==> src/rtl/core/tensor_permute_index_remap_core_macros.svh <==
// Assertion macros for the tensor permute index remap core.
// Expects aclk and aresetn in the scope of use.
`ifndef TENSOR_PERMUTE_INDEX_REMAP_CORE_MACROS_SVH
`define TENSOR_PERMUTE_INDEX_REMAP_CORE_MACROS_SVH

// same-cycle implication
`define TPIR_ASSERT_IMPL(label, ante, cons, msg) \
    label: assert property (@(posedge aclk) disable iff (!aresetn) (ante) |-> (cons)) \
        else $error(msg);

// next-cycle implication
`define TPIR_ASSERT_NEXT(label, ante, cons, msg) \
    label: assert property (@(posedge aclk) disable iff (!aresetn) (ante) |=> (cons)) \
        else $error(msg);

`endif

==> src/rtl/core/tpir_pkg.sv <==
// Shared types, constants and configuration decode for the permute index remap core.
// No dependencies.
package tpir_pkg;

    localparam int MaxRank     = 4;
    localparam int DimSizeBits = 12;
    localparam int SizeW       = DimSizeBits + 1;
    localparam int IdxW        = 48;
    localparam int ElemW       = 64;
    localparam int ErrW        = 2;
    localparam int RankW       = 3;
    localparam int PermW       = 8;
    localparam int CfgW        = 13;
    localparam int CfgIdxW     = 3;

    localparam logic [ErrW-1:0] ErrNone  = 2'd0;
    localparam logic [ErrW-1:0] ErrRange = 2'd1;
    localparam logic [ErrW-1:0] ErrPerm  = 2'd2;

    localparam logic [CfgIdxW-1:0] CfgRank  = 3'd0;
    localparam logic [CfgIdxW-1:0] CfgSize0 = 3'd1;
    localparam logic [CfgIdxW-1:0] CfgSize1 = 3'd2;
    localparam logic [CfgIdxW-1:0] CfgSize2 = 3'd3;
    localparam logic [CfgIdxW-1:0] CfgSize3 = 3'd4;
    localparam logic [CfgIdxW-1:0] CfgPerm  = 3'd5;

    typedef logic [SizeW-1:0]       size_t;
    typedef logic [DimSizeBits-1:0] crd_t;
    typedef logic [1:0]             dim_t;

    // Shape padded to MaxRank with leading unit dimensions.
    typedef struct packed {
        size_t [MaxRank-1:0] sz;
        dim_t  [MaxRank-1:0] pm;
        logic                perm_bad;
    } cfg_t;

    typedef struct packed {
        logic [ElemW-1:0]   elem;
        logic [ErrW-1:0]    err;
        crd_t [MaxRank-1:0] crd;
    } side_t;

    function automatic cfg_t derive_cfg(input logic [RankW-1:0] rank,
                                        input size_t [MaxRank-1:0] size_in,
                                        input logic [PermW-1:0] perm);
        cfg_t               c;
        logic [RankW-1:0]   r;
        logic [RankW-1:0]   off;
        logic [MaxRank-1:0] used;
        dim_t               p;
        size_t              s;
        logic [RankW-1:0]   pos;
        r = rank;
        if (r == '0) r = RankW'(1);
        if (r > RankW'(MaxRank)) r = RankW'(MaxRank);
        off = RankW'(MaxRank) - r;
        used = '0;
        c.perm_bad = 1'b0;
        for (int k = 0; k < MaxRank; k++) begin
            c.sz[k] = size_t'(1);
            c.pm[k] = dim_t'(k);
        end
        for (int k = 0; k < MaxRank; k++) begin
            if (RankW'(k) < r) begin
                p = perm[2*k +: 2];
                if ({1'b0, p} >= r || used[p]) c.perm_bad = 1'b1;
                else used[p] = 1'b1;
                s = size_in[k];
                if (s > size_t'(1 << DimSizeBits)) s = size_t'(1 << DimSizeBits);
                pos = RankW'(k) + off;
                c.sz[pos[1:0]] = s;
                c.pm[pos[1:0]] = dim_t'(RankW'(p) + off);
            end
        end
        return c;
    endfunction

endpackage

==> src/rtl/core/tpir_check.sv <==
// Front stages: element count of the shape and the range and permutation check.
// Depends on tpir_pkg.
module tpir_check import tpir_pkg::*; (
    input  logic            aclk,
    input  logic            aresetn,
    input  logic            en,
    input  cfg_t            cfg,
    input  logic            in_valid,
    input  logic [IdxW-1:0] in_idx,
    input  logic [ElemW-1:0] in_elem,
    output logic            out_valid,
    output logic [IdxW-1:0] out_idx,
    output side_t           out_side
);

    localparam int PW = 2 * SizeW;
    localparam int CW = 4 * SizeW;

    logic             v1_reg, v2_reg, v3_reg;
    logic [IdxW-1:0]  idx1_reg, idx2_reg, idx3_reg;
    logic [ElemW-1:0] elem1_reg, elem2_reg;
    logic [PW-1:0]    p01_reg, p23_reg, p01_next, p23_next;
    logic [CW-1:0]    cnt_reg, cnt_next;
    logic [ErrW-1:0]  err_next;
    side_t            side3_reg;

    assign p01_next = PW'(cfg.sz[0]) * PW'(cfg.sz[1]);
    assign p23_next = PW'(cfg.sz[2]) * PW'(cfg.sz[3]);
    assign cnt_next = CW'(p01_reg) * CW'(p23_reg);

    always_comb begin
        if (cfg.perm_bad) err_next = ErrPerm;
        else if (CW'(idx2_reg) >= cnt_reg) err_next = ErrRange;
        else err_next = ErrNone;
    end

    always_ff @(posedge aclk) begin
        if (!aresetn) begin
            v1_reg <= 1'b0;
            v2_reg <= 1'b0;
            v3_reg <= 1'b0;
        end else if (en) begin
            v1_reg <= in_valid;
            v2_reg <= v1_reg;
            v3_reg <= v2_reg;
        end
    end

    always_ff @(posedge aclk) begin
        if (en) begin
            idx1_reg       <= in_idx;
            elem1_reg      <= in_elem;
            p01_reg        <= p01_next;
            p23_reg        <= p23_next;
            idx2_reg       <= idx1_reg;
            elem2_reg      <= elem1_reg;
            cnt_reg        <= cnt_next;
            idx3_reg       <= idx2_reg;
            side3_reg.elem <= elem2_reg;
            side3_reg.err  <= err_next;
            side3_reg.crd  <= '0;
        end
    end

    assign out_valid = v3_reg;
    assign out_idx   = idx3_reg;
    assign out_side  = side3_reg;

endmodule

==> config.mk <==
export PLATFORM = sky130hd
export DESIGN_NAME = tpir_check
export DESIGN_NICKNAME = d
export VERILOG_FILES = /design/src/rtl/core/tensor_permute_index_remap_core_macros.svh /design/src/rtl/core/tpir_pkg.sv /design/src/rtl/core/tpir_check.sv
export SDC_FILE = /design/constraint.sdc
export NUM_CORES = 2
export LEC_CHECK = 0
export BUFFER_PORTS_ARGS = -buffer_cell sky130_fd_sc_hd__buf_2
export CAP_MARGIN = 20
export CORE_MARGIN = 10
export CORE_UTILIZATION = 61
export DETAILED_ROUTE_END_ITERATION = 7
export MAX_ROUTING_LAYER = met4
export PLACE_DENSITY = 0.79
export SLEW_MARGIN = 10
export SYNTH_ARGS = -nofsm -noshare
export SYNTH_HDL_FRONTEND = slang
export SYNTH_SLANG_ARGS = --single-unit
==> constraint.sdc <==
create_clock -name aclk -period 16 [get_ports aclk]
set_input_delay 1.6 -clock aclk [delete_from_list [all_inputs] [get_ports aclk]]
set_output_delay 1.6 -clock aclk [all_outputs]
set_load 0.05 [all_outputs]
# Word level (Yosys, flattened, before mapping)
# Cells that the tools add are included.
dict set report totals {
  regBits 445
  out_inout_bits 163
  elab_cells 18
}
dict set report op_classes {
  mul 3
  magnitude_cmp 1
  n_mux 1
}
# op count
set ops {}
lappend ops {{$ge A48 B52 Y1} 1}
lappend ops {{$mul A13 B13 Y26} 2}
lappend ops {{$mul A26 B26 Y52} 1}
lappend ops {{$mux W1} 1}

# Logic depth before layout (Yosys ltp)
dict set report depth {
  depth_word 2
  depth_mapped 27
  mapped_depth_nobuf 25
}

# Worst setup path before layout
# OpenSTA, ideal clock, no wires.
dict set report synth_path {
  kind {reg-to-reg}
  start {register p23_reg[5]}
  end {register cnt_reg[50] (data pin)}
  setup_time_ns 0.268
  t_arrival_ns 6.680
  required_ns 15.732
  path_slack_ns 9.052
  stages_incl_launch_ff 26
  n_path_buf 2
  period_less_slack_ns 6.948
  path_cell_list {edfxtp_1 -> clkbuf_1 -> clkbuf_1 -> nand2_1 -> fa_1 -> inv_1 -> fa_1 -> inv_1 -> fa_1 -> fa_1 -> inv_1 -> fa_1 -> fa_1 -> inv_1 -> fa_1 -> inv_1 -> ha_1 -> a21oi_1 -> o21ai_0 -> a221oi_1 -> a21bo_2 -> a311oi_2 -> o41ai_2 -> a221oi_2 -> o311ai_2 -> xor2_1}
}
dict set report synth_via {
  elab_chain_len 1
}
# item line
set synth_lines {}
lappend synth_lines {{from (decl)} tpir_check.sv:22} ;# logic [PW-1:0] p01_reg, p23_reg, p01_next, p23_next;
lappend synth_lines {{from (signal assigned)} tpir_check.sv:54} ;# p23_reg <= p23_next;
lappend synth_lines {{$mul A26 B26 Y52} tpir_check.sv:29} ;# assign cnt_next = CW'(p01_reg) * CW'(p23_reg);
lappend synth_lines {{net cnt_next[50]} tpir_check.sv:23} ;# logic [CW-1:0] cnt_reg, cnt_next;
lappend synth_lines {{to (signal assigned)} tpir_check.sv:57} ;# cnt_reg <= cnt_next;
lappend synth_lines {{to (decl)} tpir_check.sv:23}
# The timed path passes the listed nets, and every way through them passes these cells.
# A chain may end at the register's enable or synchronous reset.

# Final worst setup path
dict set report layout_path {
  start {register p23_reg[4]}
  end {register cnt_reg[50] (data pin)}
}
# Same word-level chain as after synthesis.

==> impl_results.md <==
- Most frequent cell on the critical path: fa_1
- DRC violations left: 0
- Post-CTS Setup Bufs: 0
- Hold crit path type: flop to flop
- Slew headroom: a little under a fifth
- CP endpoint kind: flop
- Initial Utilization: 61.6%
- Post-Synthesis Cell Area: 0.0477 mm^2
- CP required: about 16 ns
- CTS Root Cell: clkbuf_16
- Global-route wire length before repair: 176 mm
- Dpl ws: 7.73 ns
- Total Routing Usage GR: approximately 25%
- Clk_lat worst skew: a little under 0.6 ns
- Largest register FFs: 66
- Port-buffer cells: 283
- Largest net degree at the start of global routing: 150
- Initial drt markers: 2055
- TritonRoute pass-1 iters: 7
- Post-Synthesis Cells: about 4400
- CTS Sinks: 445
- Cts repair resizes: 0
- Fraction of layout cells with a size suffix above 1: 8.74%
- Most frequent cells in the layout: inv_1, fa_1, nand2_1
- Data arrival, critical path: 8.48 ns
- Worst r2r path cells: 22
- Final ANT Viol Nets: 0
- Die width: 300 um
- Cell variety after synth: 65
- Core Area: 0.0775 mm^2
- Via count: between 30000 and 40000
- Total Neg Setup Slack: 0 ns
- Register area: 0.0133 mm^2
- Max Freq: about 120 MHz
- Minimum clock period: 8.16 ns
- Initial antenna violation count: 1
- CTS tree: built
- Fillers: 5819
- Die area: 0.0899 mm^2
- Layout Nets: 5976
- Post-CTS Hold Buffers: 0
- CP Class: flop to flop
- Final clock period utilization by the worst path: around 50%
- Slowest stage delay, CP: 1.14 ns
- Post-Route WL: 108 mm
- End-of-flow core utilization: 66.5%
- Commonest non-fill, non-tap cell in the layout: inv_1
- Max FO, Critical Path: 26
- Hold Path Depth: 0
- Unrepaired setup endpoints after global routing: no
- Yosys warnings: 0
- Top-Level Pins: 340
- Vias per Instance: 5.43
- DP Wirelength: between 80 and 90 mm
- Area of the multi-input gates: ~0.03 mm^2
- Clock Skew: 0.0138 ns
- Worst-Margin Slew: 1.22 ns
- Top FF cell, synth: edfxtp_1
- Number of synthesized flops with an enable pin: 442
- Final Max Slew Viols: 0
- Syn avg cell area: 10.8 um^2
- Grt ovf: 0
- CP max stage cell: edfxtp_1
- Sequential element share of the synthesized area: between 20% and 30%
- Final worst setup slack: 7.84 ns
- Hold Fails Final Rpt: 0
- Post-synth ARST share: 0%
- Outcome: completed
- Vias in the first global route: 33800
- Maxcap violations: 0
- Max H-tree Level: 2
- CP startpoint kind: flop
- Rows: just over 100
- Crit path cell chain: and2_1 -> fa_1 -> fa_1 -> inv_1 -> fa_1 -> fa_1 -> inv_1 -> fa_1 -> fa_1 -> inv_1 -> fa_1 -> inv_1 -> ha_1 -> nand2_1 -> a211oi_2 -> a221oi_1 -> a21bo_2 -> a311oi_2 -> o41ai_2 -> a221oi_2 -> o311ai_2 -> xor2_1
- Die Span Y: 300 um
- TritonCTS Buffers: 45
- GPL Wtd Cong: 0.922
- Seq cells post-synth: 445
- Max Root-Sink Buffers: 3
- Min Hold Slack: ~0.41 ns
- Synth-to-layout area growth: 7.94%
- Reg clk slew, reported paths: roughly 0.060 ns
- Setup violators final: 0
- Routed len/inst: 19.1 um
==> cell type report <==
cell class	count	share of cell area [%]
multi-input cells	2827	58.2
flip-flops and latches	445	25.9
inverters	959	6.98
repair buffers	324	3.54
well taps	1040	2.52
clock buffers	55	2.30
clock inverters	26	0.597
diodes	3	0.0146
==> cells by family (layout without fill, tap and decap cells) <==
logic type | after synthesis | count (layout) | synth area share (%)
muxes | 4 | 4 | 0.0839
AOI/OAI and AO/OA | 283 | 283 | 3.87
other | 1 | 51 | 0.00785
DFF | 445 | 445 | 27.9
buffers and inverters | 1180 | 1364 | 9.66
adders and majority gates | 1197 | 1197 | 44.2
xor gates and xnor gates | 88 | 88 | 1.61
and+or+nand+nor | 1207 | 1207 | 12.6
==> path summary, 6_finish.rpt <==
| path | startpoint | end | slack [ns] |
|---|---|---|---|
| setup / recovery | p23_reg[4] | cnt_reg[50] | 7.84 |
| hold / removal | elem2_reg[47] | out_side[97] | 0.41 |
| setup reg to reg | p23_reg[4] | cnt_reg[50] | 7.84 |
| hold reg to reg | elem2_reg[47] | out_side[97] | 0.41 |
==> worst max-delay path, delay by kind of cell (launching register included) <==
| family | cells | cell delay, ns |
|---|---|---|
| AOI/OAI and AO/OA | 7 | 1.95 |
| adders and majority gates | 8 | 3.98 |
| xor gates and xnor gates | 1 | 0.10 |
| DFF | 1 | 1.14 |
| and+or+nand+nor | 2 | 0.44 |
| buffers and inverters | 4 | 0.23 |
==> per-stage QoR <==
stage	instances	area [um^2]
finish	5679	51500
global route	5677	51500
CTS	5670	51400
detailed placement	5589	49900
global placement	5589	49900
floorplan	4452	47900
==> synthesized netlist by cell type, drive strengths merged, types with 14 or more instances <==
cell    number  area, um^2
o21a        17         128
a21o        55         413
xor2        30         263
nand3       18        90.1
o21ai       51         255
nor2        40         150
and2       503        3150
buf         49         365
ha         381        4770
inv        959        3600
nand2      558        2090
edfxtp     442       13300
nor3        15        75.1
xnor2       58         508
clkbuf     172         646
nand4       21         131
nor2b       14        87.6
a21oi       92         460
fa         816       16300
==> layer usage <==
metal	wire length [um]	share of wire, %	track usage, %
met5	0	0	-
met4	3620	3.3	7.98
met3	9090	8.4	4.99
met2	53900	50	42.4
met1	41700	38	30.6
Power is not shown: default switching activity piles up to over one toggle a cycle in this logic, so the estimate is an artifact.
