==> config.mk <==
export PLATFORM = sky130hd
export DESIGN_NAME = tpir_merge
export DESIGN_NICKNAME = d
export VERILOG_FILES = /design/src/rtl/core/tensor_permute_index_remap_core_macros.svh /design/src/rtl/core/tpir_pkg.sv /design/src/rtl/core/tpir_merge.sv
export SDC_FILE = /design/constraint.sdc
export NUM_CORES = 2
export LEC_CHECK = 0
export ABC_AREA = 1
export BUFFER_PORTS_ARGS = -buffer_cell sky130_fd_sc_hd__buf_2
export CORE_ASPECT_RATIO = 0.7
export CORE_MARGIN = 1.5
export CORE_UTILIZATION = 30
export CTS_CLUSTER_DIAMETER = 100
export DETAILED_ROUTE_END_ITERATION = 8
export GPL_TIMING_DRIVEN = 0
export PLACE_DENSITY = 0.54
export SYNTH_ARGS = -nofsm -noshare
export SYNTH_HDL_FRONTEND = slang
export SYNTH_SLANG_ARGS = --single-unit
==> constraint.sdc <==
create_clock -name aclk -period 21.4 [get_ports aclk]
set_clock_uncertainty 0.05 [all_clocks]
set_input_delay 3.21 -clock aclk [delete_from_list [all_inputs] [get_ports aclk]]
set_output_delay 3.21 -clock aclk [all_outputs]
set_load 0.01 [all_outputs]
==> src/rtl/core/tensor_permute_index_remap_core_macros.svh <==
// Assertion macros for the tensor permute index remap core.
// Expects aclk and aresetn in the scope of use.
`ifndef TENSOR_PERMUTE_INDEX_REMAP_CORE_MACROS_SVH
`define TENSOR_PERMUTE_INDEX_REMAP_CORE_MACROS_SVH

// same-cycle implication
`define TPIR_ASSERT_IMPL(label, ante, cons, msg) \
    label: assert property (@(posedge aclk) disable iff (!aresetn) (ante) |-> (cons)) \
        else $error(msg);

// next-cycle implication
`define TPIR_ASSERT_NEXT(label, ante, cons, msg) \
    label: assert property (@(posedge aclk) disable iff (!aresetn) (ante) |=> (cons)) \
        else $error(msg);

`endif

==> src/rtl/core/tpir_pkg.sv <==
// Shared types, constants and configuration decode for the permute index remap core.
// No dependencies.
package tpir_pkg;

    localparam int MaxRank     = 4;
    localparam int DimSizeBits = 12;
    localparam int SizeW       = DimSizeBits + 1;
    localparam int IdxW        = 48;
    localparam int ElemW       = 64;
    localparam int ErrW        = 2;
    localparam int RankW       = 3;
    localparam int PermW       = 8;
    localparam int CfgW        = 13;
    localparam int CfgIdxW     = 3;

    localparam logic [ErrW-1:0] ErrNone  = 2'd0;
    localparam logic [ErrW-1:0] ErrRange = 2'd1;
    localparam logic [ErrW-1:0] ErrPerm  = 2'd2;

    localparam logic [CfgIdxW-1:0] CfgRank  = 3'd0;
    localparam logic [CfgIdxW-1:0] CfgSize0 = 3'd1;
    localparam logic [CfgIdxW-1:0] CfgSize1 = 3'd2;
    localparam logic [CfgIdxW-1:0] CfgSize2 = 3'd3;
    localparam logic [CfgIdxW-1:0] CfgSize3 = 3'd4;
    localparam logic [CfgIdxW-1:0] CfgPerm  = 3'd5;

    typedef logic [SizeW-1:0]       size_t;
    typedef logic [DimSizeBits-1:0] crd_t;
    typedef logic [1:0]             dim_t;

    // Shape padded to MaxRank with leading unit dimensions.
    typedef struct packed {
        size_t [MaxRank-1:0] sz;
        dim_t  [MaxRank-1:0] pm;
        logic                perm_bad;
    } cfg_t;

    typedef struct packed {
        logic [ElemW-1:0]   elem;
        logic [ErrW-1:0]    err;
        crd_t [MaxRank-1:0] crd;
    } side_t;

    function automatic cfg_t derive_cfg(input logic [RankW-1:0] rank,
                                        input size_t [MaxRank-1:0] size_in,
                                        input logic [PermW-1:0] perm);
        cfg_t               c;
        logic [RankW-1:0]   r;
        logic [RankW-1:0]   off;
        logic [MaxRank-1:0] used;
        dim_t               p;
        size_t              s;
        logic [RankW-1:0]   pos;
        r = rank;
        if (r == '0) r = RankW'(1);
        if (r > RankW'(MaxRank)) r = RankW'(MaxRank);
        off = RankW'(MaxRank) - r;
        used = '0;
        c.perm_bad = 1'b0;
        for (int k = 0; k < MaxRank; k++) begin
            c.sz[k] = size_t'(1);
            c.pm[k] = dim_t'(k);
        end
        for (int k = 0; k < MaxRank; k++) begin
            if (RankW'(k) < r) begin
                p = perm[2*k +: 2];
                if ({1'b0, p} >= r || used[p]) c.perm_bad = 1'b1;
                else used[p] = 1'b1;
                s = size_in[k];
                if (s > size_t'(1 << DimSizeBits)) s = size_t'(1 << DimSizeBits);
                pos = RankW'(k) + off;
                c.sz[pos[1:0]] = s;
                c.pm[pos[1:0]] = dim_t'(RankW'(p) + off);
            end
        end
        return c;
    endfunction

endpackage

==> src/rtl/core/tpir_merge.sv <==
// Recombines coordinates with the permuted shape, one multiply-add per stage.
// Depends on tpir_pkg.
module tpir_merge import tpir_pkg::*; (
    input  logic             aclk,
    input  logic             aresetn,
    input  logic             en,
    input  cfg_t             cfg,
    input  logic             in_valid,
    input  side_t            in_side,
    output logic             out_valid,
    output logic [IdxW-1:0]  out_dst,
    output logic [ElemW-1:0] out_elem,
    output logic [ErrW-1:0]  out_err
);

    localparam int A1W = 2 * SizeW;
    localparam int A2W = 3 * SizeW + 1;
    localparam int A3W = 4 * SizeW + 1;

    logic            v1_reg, v2_reg, v3_reg;
    logic [A1W-1:0]  a1_reg, a1_next;
    logic [A2W-1:0]  a2_reg, a2_next;
    logic [A3W-1:0]  a3_next;
    logic [IdxW-1:0] dst_reg;
    side_t           s1_reg, s2_reg;
    logic [ElemW-1:0] elem_reg;
    logic [ErrW-1:0] err_reg;

    assign a1_next = A1W'(in_side.crd[cfg.pm[0]]) * A1W'(cfg.sz[cfg.pm[1]])
                   + A1W'(in_side.crd[cfg.pm[1]]);
    assign a2_next = A2W'(a1_reg) * A2W'(cfg.sz[cfg.pm[2]]) + A2W'(s1_reg.crd[cfg.pm[2]]);
    assign a3_next = A3W'(a2_reg) * A3W'(cfg.sz[cfg.pm[3]]) + A3W'(s2_reg.crd[cfg.pm[3]]);

    always_ff @(posedge aclk) begin
        if (!aresetn) begin
            v1_reg <= 1'b0;
            v2_reg <= 1'b0;
            v3_reg <= 1'b0;
        end else if (en) begin
            v1_reg <= in_valid;
            v2_reg <= v1_reg;
            v3_reg <= v2_reg;
        end
    end

    always_ff @(posedge aclk) begin
        if (en) begin
            a1_reg   <= a1_next;
            s1_reg   <= in_side;
            a2_reg   <= a2_next;
            s2_reg   <= s1_reg;
            dst_reg  <= (s2_reg.err != ErrNone) ? '0 : a3_next[IdxW-1:0];
            elem_reg <= s2_reg.elem;
            err_reg  <= s2_reg.err;
        end
    end

    assign out_valid = v3_reg;
    assign out_dst   = dst_reg;
    assign out_elem  = elem_reg;
    assign out_err   = err_reg;

endmodule
**After elaboration in Yosys (flattened, before gate mapping)**

Cells that the tools add are included.

- Divide/modulo/power cells: 0
- Mux-type cells: 14
- Reduce and logical (&&, ||, !) cells: 1
- Equality and inequality tests: 0
- Magnitude comparators: 4
- Bitwise logic cells: 0
- Shifts and indexed selects: 0
- Multiply operators: 3
- $add $sub $neg: 3

Operators with widths:

| kind | number |
|---|---|
| $bmux 12 s2 | 4 |
| $bmux 13 s2 | 3 |
| $add 48x12->48 | 1 |
| $mul 40x13->48 | 1 |
| $mux 12 | 4 |
| $add 39x12->40 | 1 |
| $mul 26x13->39 | 1 |
| $mux 13 | 3 |
| $add 25x12->26 | 1 |
| $mul 12x13->25 | 1 |
| $lt 2x3->1 const B | 4 |
| $reduce_bool 2->1 | 1 |

- Logic and storage cells: 45
- Memories: 0
- Input port bits: 179
- Memory bits (writable): 0
- Flip-flop bits (word level): 411
- Memory bits (read-only): 0
- Bits in latches: 0
- Output and inout port bits: 115

**Logic depth before layout (Yosys ltp)**

- Depth after elaboration: 4
- Depth in mapped cells: 34
- Depth with buffers taken out: 31

**Least setup slack after synthesis**

No wires, ideal clock.

- Kind: input to register
- From: input cfg[5] (netlist bit)
- To: register a2_reg[29] (data pin)
- Setup slack: 12,351 ps
- Cell stages on the path: 32
- Arrival time: 8,747 ps
- Data required time: 21,098 ps
- Setup time: 252 ps
- Path buffers: 4
- Cell sequence: buf_2 > buf_2 > buf_2 > o21ai_0 > nand2_1 > clkbuf_1 > nor2_1 > fa_1 > inv_1 > fa_1 > inv_1 > fa_1 > inv_1 > fa_1 > inv_1 > fa_1 > inv_1 > fa_1 > inv_1 > ha_1 > nand2_1 > nor2_1 > nor2_1 > nand2_1 > nand3_1 > nand2_1 > nand2_1 > nand2_1 > a21oi_1 > inv_1 > nand2_1 > nand2_1

- Word-level cells in the longest chain between the ends: 4
- Elaborated cells on any way between the ends: 6
- Those cells by class: 1 x add/sub; 1 x mul; 4 x mux

Ends and longest elaborated chain:

| element | RTL line | text |
|---|---|---|
| start: declaration | tpir_merge.sv:7 | `input cfg_t cfg,` |
| $bmux 13 s2 | tpir_merge.sv:31 | `assign a2_next = A2W'(a1_reg) * A2W'(cfg.sz[cfg.pm[2]]) + A2W'(s1_reg.crd[cfg.pm[2]]);` |
| $mux 13 (not written as such) | tpir_merge.sv:31 |  |
| $mul 26x13->39 | tpir_merge.sv:31 |  |
| $add 39x12->40 (*) | tpir_merge.sv:31 |  |
| net a2_next[29] | tpir_merge.sv:22 | `logic [A2W-1:0] a2_reg, a2_next;` |
| end signal: assignment | tpir_merge.sv:50 | `a2_reg <= a2_next;` |
| end: declaration | tpir_merge.sv:22 |  |

Mark *: on every way through the listed nets, which the timed path passes. The rest lies on a longest branch. The select of a mux whose other input is x is not followed.
A chain may end at the register's enable or synchronous reset.

**Worst setup path in the final report**

- From: input cfg[8] (netlist bit)
- To: register dst_reg[44] (netlist: out_dst[44]) (data pin)

- Word-level cells in the longest chain between the ends: 4
- Elaborated cells on any way between the ends: 6
- Those cells by class: 1 x add/sub; 1 x mul; 4 x mux

Ends and longest elaborated chain:

| element | RTL line | text |
|---|---|---|
| $bmux 13 s2 | tpir_merge.sv:32 | `assign a3_next = A3W'(a2_reg) * A3W'(cfg.sz[cfg.pm[3]]) + A3W'(s2_reg.crd[cfg.pm[3]]);` |
| $mux 13 (not written as such) | tpir_merge.sv:32 |  |
| $mul 40x13->48 | tpir_merge.sv:32 |  |
| $add 48x12->48 (*) | tpir_merge.sv:32 |  |
| end signal: assignment | tpir_merge.sv:52 | `dst_reg <= (s2_reg.err != ErrNone) ? '0 : a3_next[IdxW-1:0];` |
| end: declaration | tpir_merge.sv:24 | `logic [IdxW-1:0] dst_reg;` |

Every way passes the cells marked *; elsewhere a longest branch is shown, timed or not. The select of a mux whose other input is x is not followed.

==> impl_metrics.toml <==
[layout]
nNetsFinal = 6999
final_common_cell = "nand2_1"
synthToLayoutAreaGrowth_pct = 11.5
drive_gt1_frac = 0.0837
multiInputGateArea_um2 = 31600
fillers = 16800
regArea_um2 = 12300
mostFrequentLayoutCells = "nand2_1, inv_1, fa_1"

[yosys]
synth-edff-count = 408
synth_area_um2 = 48700
yosys_warnings = 0
synth.avg_cell_area_um2 = 9.08
syn_inst = 5360
yosys.area_share.adder = 0.415
netlist.area_leader.share = 0.334
muxShareOfSynthArea = 0
synth_ff_type = "edfxtp_1"
yosysSeqAreaShare = 0.253
syn_nets = 6666
synth_xor_area_frac = 0.00990
synth_top_area_cell = "fa_1"
yosysUniqueCellTypes = 51
synth_top_family_by_area = "adder cells"
yosys_register_bits = 411
synth_area_leaders = "fa_1, edfxtp_1, nand2_1, ha_1, inv_1"
synth_compound_area_frac = 0.0615
async_flop_share = 0
synth-simple-area-share = 0.163

[sta]
max_freq_mhz = 95.8
fin_crit_ps = 10440
setup_tns_ps = 0
worst_pin_slew_ps = 1330
hold_viol_final = 0
holdWs_ps = 365
setup_slack_ps = 10960
setup_viol = 0
relSlewSlack = 0.114
rsz0062_at_grt = "false"
fin_crit_sh = 0.488
drv_slew = 0

[die]
fp.coreArea_um2 = 161000
die_area_um2 = 165000
io_pins = 294
initial_core_util = 0.303
die_h_um = 340
die_w_um = 484
rows = 123

[placed_design]
gp_congestion = 0.962
port_buffers = 287
dp_slack_ps = 10510
detailed_place_hpwl_um = 142000

[critical_path]
cp_common_cell = "fa_1"
cp_slowest_cell = "clkbuf_1"
worst_ep_arrival_time_ps = 10800
critPathKind = "in -> reg"
worst_ep_required_time_ps = 21760
cp_max_fo = 10
cp-start-kind = "primary input"
end_kind = "register"
max_stage_delay_ps = 540

[drt]
dr.pass1.iters = 6
drc = 0
vias = 38500
drtAntennaViolNets = 0
wl_per_cell_um = 21.4
drt-vias-per-instance = 4.90
drt_iter0_drc = 3927
wirelength_um = 168000

[clock_network]
clkLatencyLatePin_ps = 620
holdBufCountCts = 0
htreeDepth = 2
cts_made_buffers = 41
clock_sinks = 411
cts_tree = "done"
cts_resized = 0
clkSlewWorstSetupHoldPaths_ps = 70
post_cts_buffers = 0
clock_tree.buffer_depth = 3
cts-root-buf = "clkbuf_16"

[global_route]
grt_pass1_wl_um = 252000
grt_pass1_vias = 38700
antenna_found_initial = 27
grt_usage = 0.204
grt_start_max_net_pins = 121
grt_overflow = 0

[run]
maxCapViolCount = 0

[run_status]
status = "finished clean"

[min_path]
min_path_type = "reg -> reg"
## layer usage
layer  GRT usage  vias up  share of wire  routed length, um
li1            -    17200              -                  -
met2       0.294     1760           0.41              69700
met4      0.0421        2          0.021               3580
met3      0.0500      227           0.10              17000
met1       0.308    19300           0.46              78100
met5           0        -       0.000065                 11
## final timing paths
path,start,slack [ps],to,cells after the start
worst min-delay path,s2_reg[67],370,out_elem[17],0
worst max register to register,a2_reg[7],14610,out_dst[44],23
worst min register to register,s2_reg[67],370,out_elem[17],0
worst max-delay path,cfg[8],10960,out_dst[44],27
## cell usage after synthesis, drive strengths merged, types with 18 or more instances
cell	instances
buf	133
nor3	18
edfxtp	408
fa	813
clkbuf	56
inv	1040
ha	314
o21ai	163
o22ai	19
a32oi	25
nand2	1158
nor2	708
a21oi	213
nand3	118
xor2	47
## metrics by stage
| step | util | instance area [um^2] | std cells |
|---|---|---|---|
| after global routing | 0.337 | 54300 | 7854 |
| after detailed placement | 0.329 | 52800 | 7775 |
| final | 0.337 | 54300 | 7854 |
| after floorplan | - | 48700 | 5360 |
| after global placement | 0.328 | 52800 | 7772 |
| after CTS | 0.337 | 54200 | 7850 |
## final cells by class
| type | count | share of cell area |
|---|---|---|
| Timing Repair Buffer | 290 | 0.0282 |
| Buffer | 189 | 0.0154 |
| Tap cell | 2125 | 0.0490 |
| Inverter | 1044 | 0.0722 |
| Clock inverter | 30 | 0.00671 |
| Clock buffer | 45 | 0.0192 |
| Sequential cell | 411 | 0.227 |
| Multi-Input combinational cell | 3716 | 0.582 |
| Antenna cell | 4 | 0.000184 |
## kinds of logic after synthesis
group | Yosys count
and+or+nand+nor | 2027
AOI/OAI and AO/OA | 507
DFF | 411
xor gates and xnor gates | 55
adders and majority gates | 1127
buffers and inverters | 1233
## critical path: cells and delay by family
kind                       cells  cell delay (ps)
AOI/OAI and AO/OA              4             1260
buffers and inverters          8             1720
adders and majority gates      7             3350
and+or+nand+nor                8             1220
Power is left out: the tool's default activity adds up to more than one toggle a clock period on the data nets, which glitch-free logic cannot reach.
